## src/hw/rtl/assert_macros.svh

```systemverilog
// Assertion macros for the RTL of the triangulator.
// Depends on nothing; take in with `include after the module header.
`ifndef ASSERT_MACROS_SVH
`define ASSERT_MACROS_SVH

// clocked assertion, off while reset is high
`define ASSERT_CLK(label, clk, rst, prop, msg) \
   label: assert property (@(posedge clk) disable iff (rst) (prop)) else $error(msg);

// clocked check that a condition never occurs, off while reset is high
`define ASSERT_NEVER_CLK(label, clk, rst, prop, msg) \
   label: assert property (@(posedge clk) disable iff (rst) !(prop)) else $error(msg);

`endif

```

## src/hw/rtl/tpt_pkg.sv

```systemverilog
// Constants and item types for the thick polyline triangulator.
// No dependencies.
package tpt_pkg;

   localparam int COORD_BITS = 24;
   localparam int THICK_BITS = 16;
   localparam logic [THICK_BITS-1:0] THICK_RESET = 16'd768;
   // magnitude of a coordinate difference
   localparam int ABS_BITS = COORD_BITS + 1;
   // difference width after scaling below 2^30
   localparam int A_BITS = (ABS_BITS > 30) ? 30 : ABS_BITS;
   localparam int S_BITS = 2 * A_BITS + 1;
   localparam int MAG_BITS = 15;
   // datapath width for squares, remainder and root terms
   localparam int X_BITS = 2 * A_BITS + 34;
   localparam int MPLIER_BITS = A_BITS + THICK_BITS;
   localparam int CNT_BITS = $clog2(MPLIER_BITS + 1);
   localparam int VSUM_BITS = ((COORD_BITS > MAG_BITS + 2) ? COORD_BITS : MAG_BITS + 2) + 1;
   localparam int VERTS = 6;

   typedef struct packed {
      logic                          starts_polyline;
      logic signed [COORD_BITS-1:0]  point_x;
      logic signed [COORD_BITS-1:0]  point_y;
   } req_item_type;

   typedef struct packed {
      logic signed [COORD_BITS-1:0]  vertex_x;
      logic signed [COORD_BITS-1:0]  vertex_y;
      logic                          segment_done;
   } rsp_item_type;

   typedef enum logic [7:0] {
      ST_IDLE  = 8'b0000_0001,
      ST_SCALE = 8'b0000_0010,
      ST_SQX   = 8'b0000_0100,
      ST_SQY   = 8'b0000_1000,
      ST_AT    = 8'b0001_0000,
      ST_ATSQ  = 8'b0010_0000,
      ST_ROOT  = 8'b0100_0000,
      ST_EMIT  = 8'b1000_0000
   } state_type;

endpackage

```

## src/hw/rtl/thick_polyline_triangulator.sv

```systemverilog
// Thick polyline triangulator: widens each segment into two triangles.
// Depends on tpt_pkg and assert_macros.svh.
//
//   channel  direction  ports                          payload
//   req      in         req_valid, req_stall           tpt_pkg::req_item_type
//   rsp      out        rsp_valid, rsp_stall           tpt_pkg::rsp_item_type
//   csr      in         csr_write_en, csr_write_data   line thickness, 16 bits
//
// A point that opens a polyline, or repeats the previous point, produces no vertices.
// A segment runs through pre-scaling, the squares, (a*T)^2 and the root: the serial
// shift-add multiplier forms dx^2+dy^2 and (a*T)^2 one bit a cycle, and the offset
// root yields one bit a cycle; (a*T)^2 and the root run twice per segment.
// Differences wider than A_BITS are first halved until they fit. Six vertices then leave at
// one per cycle; rsp_stall holds them, and the next item can be taken while the last waits.
// Reset is synchronous and clears the previous point and the thickness to 768.
module thick_polyline_triangulator (
   input  logic                      clock,
   input  logic                      reset,
   input  logic                      req_valid,
   output logic                      req_stall,
   input  tpt_pkg::req_item_type     req_item,
   output logic                      rsp_valid,
   input  logic                      rsp_stall,
   output tpt_pkg::rsp_item_type     rsp_item,
   input  logic                      csr_write_en,
   input  logic [tpt_pkg::THICK_BITS-1:0] csr_write_data
);

   localparam int CB = tpt_pkg::COORD_BITS;
   localparam int AB = tpt_pkg::ABS_BITS;
   localparam int AW = tpt_pkg::A_BITS;
   localparam int XW = tpt_pkg::X_BITS;
   localparam int MW = tpt_pkg::MPLIER_BITS;
   localparam int NW = tpt_pkg::CNT_BITS;
   localparam int SW = tpt_pkg::S_BITS;
   localparam int QW = tpt_pkg::MAG_BITS;
   localparam int VW = tpt_pkg::VSUM_BITS;
   localparam logic signed [VW-1:0] V_MAX = {{(VW-CB+1){1'b0}}, {(CB-1){1'b1}}};
   localparam logic signed [VW-1:0] V_MIN = {{(VW-CB+1){1'b1}}, {(CB-1){1'b0}}};

   tpt_pkg::state_type state_ff, state_in;

   logic [tpt_pkg::THICK_BITS-1:0] thick_ff, thick_in;
   logic signed [CB-1:0] prev_x_ff, prev_x_in, prev_y_ff, prev_y_in;
   logic signed [CB-1:0] p1_x_ff, p1_x_in, p1_y_ff, p1_y_in;
   logic have_prev_ff, have_prev_in;
   logic dx_neg_ff, dx_neg_in, dy_neg_ff, dy_neg_in;
   logic [AB-1:0] ax_ff, ax_in, ay_ff, ay_in;
   logic [XW-1:0] acc_ff, acc_in, mcand_ff, mcand_in;
   logic [MW-1:0] mplier_ff, mplier_in;
   logic [NW-1:0] cnt_ff, cnt_in;
   logic [SW-1:0] s_ff, s_in;
   logic [XW-1:0] r_ff, r_in, e_ff, e_in, d2_ff, d2_in;
   logic [QW-1:0] q_ff, q_in, mx_ff, mx_in, my_ff, my_in;
   logic pass_ff, pass_in;
   logic [2:0] vcnt_ff, vcnt_in;
   logic rsp_valid_ff, rsp_valid_in;
   tpt_pkg::rsp_item_type rsp_item_ff, rsp_item_in;

   logic req_take, first_pt;
   logic signed [CB:0] dx, dy;
   logic [XW-1:0] acc_step, delta;
   logic last, take, load_out;
   logic [QW-1:0] q_next;
   logic [AW-1:0] ax_s, ay_s;
   logic use_p2, neg;
   logic signed [CB-1:0] base_x, base_y;
   logic signed [VW-1:0] off_x, off_y, sum_x, sum_y, sat_x, sat_y;

   assign req_stall = (state_ff != tpt_pkg::ST_IDLE);
   assign req_take  = req_valid && !req_stall;
   assign first_pt  = req_item.starts_polyline || !have_prev_ff;
   assign dx = {req_item.point_x[CB-1], req_item.point_x} - {prev_x_ff[CB-1], prev_x_ff};
   assign dy = {req_item.point_y[CB-1], req_item.point_y} - {prev_y_ff[CB-1], prev_y_ff};

   assign ax_s = ax_ff[AW-1:0];
   assign ay_s = ay_ff[AW-1:0];
   assign acc_step = mplier_ff[0] ? acc_ff + mcand_ff : acc_ff;
   assign last = (cnt_ff == NW'(1));
   assign delta = e_ff + d2_ff;
   assign take = (delta <= r_ff);
   assign q_next = {q_ff[QW-2:0], take};

   // vertex order: p1+o, p1-o, p2+o, p2+o, p1-o, p2-o
   assign use_p2 = (vcnt_ff == 3'd2) || (vcnt_ff == 3'd3) || (vcnt_ff == 3'd5);
   assign neg    = (vcnt_ff == 3'd1) || (vcnt_ff == 3'd4) || (vcnt_ff == 3'd5);
   assign base_x = use_p2 ? prev_x_ff : p1_x_ff;
   assign base_y = use_p2 ? prev_y_ff : p1_y_ff;
   assign off_x = (dy_neg_ff ^ neg) ? -$signed(VW'(mx_ff)) : $signed(VW'(mx_ff));
   assign off_y = (dx_neg_ff ^ neg) ? $signed(VW'(my_ff)) : -$signed(VW'(my_ff));
   assign sum_x = VW'(base_x) + off_x;
   assign sum_y = VW'(base_y) + off_y;
   assign sat_x = (sum_x > V_MAX) ? V_MAX : ((sum_x < V_MIN) ? V_MIN : sum_x);
   assign sat_y = (sum_y > V_MAX) ? V_MAX : ((sum_y < V_MIN) ? V_MIN : sum_y);
   assign load_out = !rsp_valid_ff || !rsp_stall;

   always_comb begin
      state_in     = state_ff;
      thick_in     = csr_write_en ? csr_write_data : thick_ff;
      prev_x_in    = prev_x_ff;
      prev_y_in    = prev_y_ff;
      p1_x_in      = p1_x_ff;
      p1_y_in      = p1_y_ff;
      have_prev_in = have_prev_ff;
      dx_neg_in    = dx_neg_ff;
      dy_neg_in    = dy_neg_ff;
      ax_in        = ax_ff;
      ay_in        = ay_ff;
      acc_in       = acc_ff;
      mcand_in     = mcand_ff;
      mplier_in    = mplier_ff;
      cnt_in       = cnt_ff;
      s_in         = s_ff;
      r_in         = r_ff;
      e_in         = e_ff;
      d2_in        = d2_ff;
      q_in         = q_ff;
      mx_in        = mx_ff;
      my_in        = my_ff;
      pass_in      = pass_ff;
      vcnt_in      = vcnt_ff;
      rsp_valid_in = rsp_valid_ff && rsp_stall;
      rsp_item_in  = rsp_item_ff;

      unique case (state_ff)
         tpt_pkg::ST_IDLE: begin
            if (req_take) begin
               prev_x_in    = req_item.point_x;
               prev_y_in    = req_item.point_y;
               p1_x_in      = prev_x_ff;
               p1_y_in      = prev_y_ff;
               have_prev_in = 1'b1;
               dx_neg_in    = dx[CB];
               dy_neg_in    = dy[CB];
               ax_in        = dx[CB] ? AB'(-dx) : AB'(dx);
               ay_in        = dy[CB] ? AB'(-dy) : AB'(dy);
               if (!first_pt && (dx != '0 || dy != '0)) begin
                  state_in = tpt_pkg::ST_SCALE;
               end
            end
         end
         tpt_pkg::ST_SCALE: begin
            // halve both until they fit the root datapath
            if ((ax_ff >> AW) != '0 || (ay_ff >> AW) != '0) begin
               ax_in = ax_ff >> 1;
               ay_in = ay_ff >> 1;
            end else begin
               acc_in    = '0;
               mcand_in  = XW'(ax_s);
               mplier_in = MW'(ax_s);
               cnt_in    = NW'(AW);
               state_in  = tpt_pkg::ST_SQX;
            end
         end
         tpt_pkg::ST_SQX: begin
            acc_in    = acc_step;
            mcand_in  = mcand_ff << 1;
            mplier_in = mplier_ff >> 1;
            cnt_in    = cnt_ff - NW'(1);
            if (last) begin
               mcand_in  = XW'(ay_s);
               mplier_in = MW'(ay_s);
               cnt_in    = NW'(AW);
               state_in  = tpt_pkg::ST_SQY;
            end
         end
         tpt_pkg::ST_SQY: begin
            acc_in    = acc_step;
            mcand_in  = mcand_ff << 1;
            mplier_in = mplier_ff >> 1;
            cnt_in    = cnt_ff - NW'(1);
            if (last) begin
               s_in      = acc_step[SW-1:0];
               acc_in    = '0;
               mcand_in  = XW'(ay_s);
               mplier_in = MW'(thick_ff);
               cnt_in    = NW'(tpt_pkg::THICK_BITS);
               pass_in   = 1'b0;
               state_in  = tpt_pkg::ST_AT;
            end
         end
         tpt_pkg::ST_AT: begin
            acc_in    = acc_step;
            mcand_in  = mcand_ff << 1;
            mplier_in = mplier_ff >> 1;
            cnt_in    = cnt_ff - NW'(1);
            if (last) begin
               acc_in    = '0;
               mcand_in  = acc_step;
               mplier_in = acc_step[MW-1:0];
               cnt_in    = NW'(MW);
               state_in  = tpt_pkg::ST_ATSQ;
            end
         end
         tpt_pkg::ST_ATSQ: begin
            acc_in    = acc_step;
            mcand_in  = mcand_ff << 1;
            mplier_in = mplier_ff >> 1;
            cnt_in    = cnt_ff - NW'(1);
            if (last) begin
               r_in     = acc_step;
               e_in     = '0;
               d2_in    = XW'(s_ff) << (2 * (QW - 1) + 2);
               q_in     = '0;
               cnt_in   = NW'(QW);
               state_in = tpt_pkg::ST_ROOT;
            end
         end
         tpt_pkg::ST_ROOT: begin
            // keep r = (aT)^2 - 4q^2 S, e = 4Sq << (b+1), d2 = 4S << 2b
            if (take) begin
               r_in = r_ff - delta;
               e_in = (e_ff + (d2_ff << 1)) >> 1;
            end else begin
               e_in = e_ff >> 1;
            end
            d2_in  = d2_ff >> 2;
            q_in   = q_next;
            cnt_in = cnt_ff - NW'(1);
            if (last) begin
               if (!pass_ff) begin
                  mx_in     = q_next;
                  pass_in   = 1'b1;
                  acc_in    = '0;
                  mcand_in  = XW'(ax_s);
                  mplier_in = MW'(thick_ff);
                  cnt_in    = NW'(tpt_pkg::THICK_BITS);
                  state_in  = tpt_pkg::ST_AT;
               end else begin
                  my_in    = q_next;
                  vcnt_in  = '0;
                  state_in = tpt_pkg::ST_EMIT;
               end
            end
         end
         tpt_pkg::ST_EMIT: begin
            if (load_out) begin
               rsp_valid_in             = 1'b1;
               rsp_item_in.vertex_x     = sat_x[CB-1:0];
               rsp_item_in.vertex_y     = sat_y[CB-1:0];
               rsp_item_in.segment_done = (vcnt_ff == 3'(tpt_pkg::VERTS - 1));
               vcnt_in                  = vcnt_ff + 3'd1;
               if (vcnt_ff == 3'(tpt_pkg::VERTS - 1)) begin
                  state_in = tpt_pkg::ST_IDLE;
               end
            end
         end
         default: begin
            state_in = tpt_pkg::ST_IDLE;
         end
      endcase
   end

   always_ff @(posedge clock) begin
      if (reset) begin
         state_ff     <= tpt_pkg::ST_IDLE;
         thick_ff     <= tpt_pkg::THICK_RESET;
         prev_x_ff    <= '0;
         prev_y_ff    <= '0;
         have_prev_ff <= 1'b0;
         rsp_valid_ff <= 1'b0;
         pass_ff      <= 1'b0;
         vcnt_ff      <= '0;
         cnt_ff       <= '0;
      end else begin
         state_ff     <= state_in;
         thick_ff     <= thick_in;
         prev_x_ff    <= prev_x_in;
         prev_y_ff    <= prev_y_in;
         have_prev_ff <= have_prev_in;
         rsp_valid_ff <= rsp_valid_in;
         pass_ff      <= pass_in;
         vcnt_ff      <= vcnt_in;
         cnt_ff       <= cnt_in;
      end
   end

   always_ff @(posedge clock) begin
      p1_x_ff     <= p1_x_in;
      p1_y_ff     <= p1_y_in;
      dx_neg_ff   <= dx_neg_in;
      dy_neg_ff   <= dy_neg_in;
      ax_ff       <= ax_in;
      ay_ff       <= ay_in;
      acc_ff      <= acc_in;
      mcand_ff    <= mcand_in;
      mplier_ff   <= mplier_in;
      s_ff        <= s_in;
      r_ff        <= r_in;
      e_ff        <= e_in;
      d2_ff       <= d2_in;
      q_ff        <= q_in;
      mx_ff       <= mx_in;
      my_ff       <= my_in;
      rsp_item_ff <= rsp_item_in;
   end

   assign rsp_valid = rsp_valid_ff;
   assign rsp_item  = rsp_item_ff;

`include "assert_macros.svh"

   `ASSERT_CLK(a_state_onehot, clock, reset, $onehot(state_ff), "state not one-hot")
   `ASSERT_CLK(a_take_goes_idle_or_scale, clock, reset, req_take |=> (state_ff == tpt_pkg::ST_IDLE || state_ff == tpt_pkg::ST_SCALE), "accepted item did not start a segment")
   `ASSERT_NEVER_CLK(a_root_count_live, clock, reset, (state_ff == tpt_pkg::ST_ROOT) && (cnt_ff == '0), "root step count exhausted")
   `ASSERT_CLK(a_rsp_hold, clock, reset, (rsp_valid_ff && rsp_stall) |=> (rsp_valid_ff && $stable(rsp_item_ff)), "stalled vertex changed")

endmodule

```

## config.mk

```make
export PLATFORM = sky130hd
export DESIGN_NAME = thick_polyline_triangulator
export DESIGN_NICKNAME = d
export VERILOG_FILES = /design/src/hw/rtl/tpt_pkg.sv /design/src/hw/rtl/thick_polyline_triangulator.sv
export VERILOG_INCLUDE_DIRS = /design/src /design/src/hw/rtl
export SDC_FILE = /design/constraint.sdc
export NUM_CORES = 2
export LEC_CHECK = 0
export BUFFER_PORTS_ARGS = -buffer_cell sky130_fd_sc_hd__buf_2
export CAP_MARGIN = 20
export CORE_AREA = 2 2 510 259
export CTS_BUF_LIST = sky130_fd_sc_hd__clkbuf_2
export CTS_CLUSTER_SIZE = 16
export DETAILED_ROUTE_END_ITERATION = 8
export DIE_AREA = 0 0 512 261
export PLACE_DENSITY = 0.6
export SYNTH_ARGS = -nofsm -noshare
export SYNTH_HDL_FRONTEND = slang
export SYNTH_SLANG_ARGS = --single-unit
```

## constraint.sdc

```tcl
create_clock -name clock -period 11.5 [get_ports clock]
set_clock_uncertainty 0.1 [all_clocks]
set_input_delay 1.725 -clock clock [delete_from_list [all_inputs] [get_ports clock]]
set_output_delay 1.725 -clock clock [all_outputs]
set_load 0.02 [all_outputs]
```

==> reports/qor.yml <==
rsz0062_at_grt: "false"
die_w_um: 512
route.vias.total: 51230
cts_root_buf: "clkbuf_2"
powerDensity_nw_per_um2: 102
fin_setup_tns_ps: 0
worst_setup_path_start_kind: "flip-flop"
ant_nets: 0
yosysWarningCount: 0
synth_fp_nets: 6882
yosys.cell_types.count: 91
critPathCaptureType: "flip-flop"
rows: 94
avgSynthCellArea_um2: 9.07
cp_max_fo: 50
hold_violations: 0
max_freq_mhz: 107
ios: 121
cts_resized: 0
period_share_pct: 80.9
synth_area_leader_cell: "edfxtp_1"
yosysSeqAreaShare_pct: 39.3
drt_iter0_markers: 7298
status: "finished, final reports clean"
setup_slack_ps: 2190
final_core_util_pct: 47.7
cts.sinks: 785
ys.flop_type: "edfxtp_1"
die_height_um: 261
cts.clk_slew.worst_paths_ps: 120
fin_nets: 6971
maxSlewViolCount: 0
grt_pass1_wl_mm: 300
cts-htree-levels: 4
pre_cts_slack_ps: 2560
globalplace.congestion: 0.986
finalNonFillerCells: 8345
relSlewSlack_pct: 16.0
critical_path_arrival_ps: 10280
routedWlPerCell_um: 24.7
antenna_found_initial: 14
cts_buffer_depth: 4
grt_overflow: 0
area_growth_pct: 7.13
io_buffers: 120
clk_latency_ps: 1550
cts_tree: "built"
synthTopCellsByArea: "edfxtp_1, ha_1, a21oi_1"
worst_pin_slew_ps: 1230
fin_crit_ps: 9310
viasPerCell: 6.14
hold_buffers: 0
track_usage_pct: 29.8
drc: 0
syn_inst: 6368
peakVddDrop_mv: 0.0701
hpwl_mm: 160
p_leak_nw: 24.2
maxCapViolCount: 0
synth_edf_count: 701
synth-async-reset-ratio_pct: 0
required_ps: 12480
start_util_pct: 44.5
crit_type: "flip-flop to flip-flop"
grt_max_degree: 159
ys_seq_elements: 785
drive_above_1_share_pct: 8.86
wl_met2_mm: 62.6
post-cts-setup-buffers: 0
drt-met1-wl_mm: 109
core-area_um2: 130000
wl_met3_mm: 33.2
routed_wl_mm: 207
numCtsBuffers: 201
highest_layer: "met5"
synth_top_area_share_pct: 36.4
dr.pass1.iters: 9
synth_area_um2: 57800
grt_pass1_vias: 44793
min_path_type: "flip-flop to flip-flop"
setup_viol: 0
dp.cells: 7976
die-area_um2: 134000
-- worst max-delay path, stage by stage, from the launching register on --
cell and delay, ps:
edfxtp_1 490, ha_1 360, a211oi_1 300, o21ai_0 180
a31o_2 320, a2111oi_0 880, nor4b_1 110, nor3b_1 570
o21ai_0 290, nor2b_1 250, a31oi_1 360, o21ai_0 150
a21oi_1 210, xor2_1 360, ha_1 300, nand4_1 170
or4_1 590, nor4_1 400, nand2_1 90, o21ai_0 110
a31oi_1 140, o21ai_1 240, o31a_2 200, buf_4 720
buf_4 660, mux2i_1 280, nor2_1 50
-- registers in the layout (all words and copies together), names as in the netlist, 3 cells and up --
register,count
my_ff,15
vcnt_ff,3
e_ff,83
ax_ff,25
p1_x_ff,24
rsp_item,49
mcand_ff,84
d2_ff,81
mx_ff,15
ay_ff,25
s_ff,51
acc_ff,84
prev_y_ff,24
q_ff,14
cnt_ff,6
r_ff,84
state_ff,8
thick_ff,16
mplier_ff,41
prev_x_ff,24
p1_y_ff,24
-- final timing paths --
check | slack [ps] | from | cells after the start | endpoint
min reg2reg | 290 | prev_y_ff[6] | 0 | p1_y_ff[6]
max | 2190 | e_ff[1] | 26 | e_ff[3]
min | 290 | prev_y_ff[6] | 0 | p1_y_ff[6]
max reg2reg | 2190 | e_ff[1] | 26 | e_ff[3]
-- metal layers --
metal	up-vias	GRT usage (%)
met4	4	4.07
li1	23695	-
met1	24472	52.7
met5	-	0
met2	2859	30.2
met3	200	12.5
-- where the power goes --
| group | switching, W | internal (W) |
|---|---|---|
| logic | 0.000583 | 0.000353 |
| registers | 0.0000664 | 0.00320 |
| clock network | 0.00134 | 0.000773 |
| total | 0.00199 | 0.00433 |
-- metrics by stage --
stage	cell area [um^2]	hold slack (ps)	total power, W
after floorplan	57800	321	0.00395
after global placement	59900	335	0.00422
after detailed placement	60000	339	0.00423
after CTS	61800	215	0.00633
after global routing	61900	245	0.00660
final	61900	291	0.00632
-- cell type report --
class	instances	area, um^2
inverters	240	906
flip-flops and latches	785	22700
well taps	1728	2160
clock inverters	69	397
repair buffers	191	1160
diodes	3	7.51
clock buffers	291	1460
multi-input cells	5038	33100
fillers	12429	67800
-- cell usage after synthesis (15+ instances only) --
master and count:
nand2_1 749, a21oi_1 703, edfxtp_1 701, nor2_1 518
ha_1 436, o21ai_0 428, a21o_1 310, xnor2_1 280
clkbuf_1 275, inv_1 239, xor2_1 194, mux2i_1 164
nand3_1 110, nand4_1 109, o21bai_1 102, dfxtp_1 84
and2_1 74, nor3_1 73, a31oi_1 56, and3_1 55
nor2b_1 55, a211oi_1 48, o21a_1 43, nand2b_1 40
o211ai_1 39, o31ai_1 39, or3_1 28, nor4_1 25
a221oi_1 24, a22oi_1 24, a221o_1 19, buf_1 18
a41oi_1 15, nor3b_1 15, o22ai_1 15
-- logic make-up (layout without fill, tap and decap cells) --
| logic type | count (synthesis) | in the layout | synth area share, % |
|---|---|---|---|
| XOR/XNOR | 474 | 474 | 7.19 |
| adder cells (fa/ha/maj) | 457 | 457 | 9.94 |
| buffers and inverters | 545 | 791 | 3.58 |
| other | 0 | 3 | 0 |
| multiplexers | 178 | 178 | 3.11 |
| AND/OR/NAND/NOR | 1915 | 1915 | 15.2 |
| flip-flops | 785 | 785 | 39.3 |
| AO/OA/AOI/OAI | 2014 | 2014 | 21.7 |
-- placed cells by master (no fill, tap or decap), drive strengths merged, types with 15 or more instances in the layout --
cell / count
nand3: 110
edfxtp: 701
a41oi: 15
nor4: 26
and2: 74
buf: 190
xnor2: 280
and3: 55
o21a: 43
a221oi: 25
a22oi: 25
nand2: 749
a221o: 19
mux2i: 164
nor2b: 55
a31oi: 56
dfxtp: 84
nand2b: 40
clkbuf: 292
nand4: 110
o211ai: 39
o21ai: 435
inv: 241
o21bai: 102
or3: 29
o22ai: 15
nor3: 73
nor3b: 15
o31ai: 39
a21o: 310
a211oi: 49
xor2: 194
a21oi: 705
ha: 436
clkinv: 62
nor2: 518
Power figures use the tool's default switching activity.
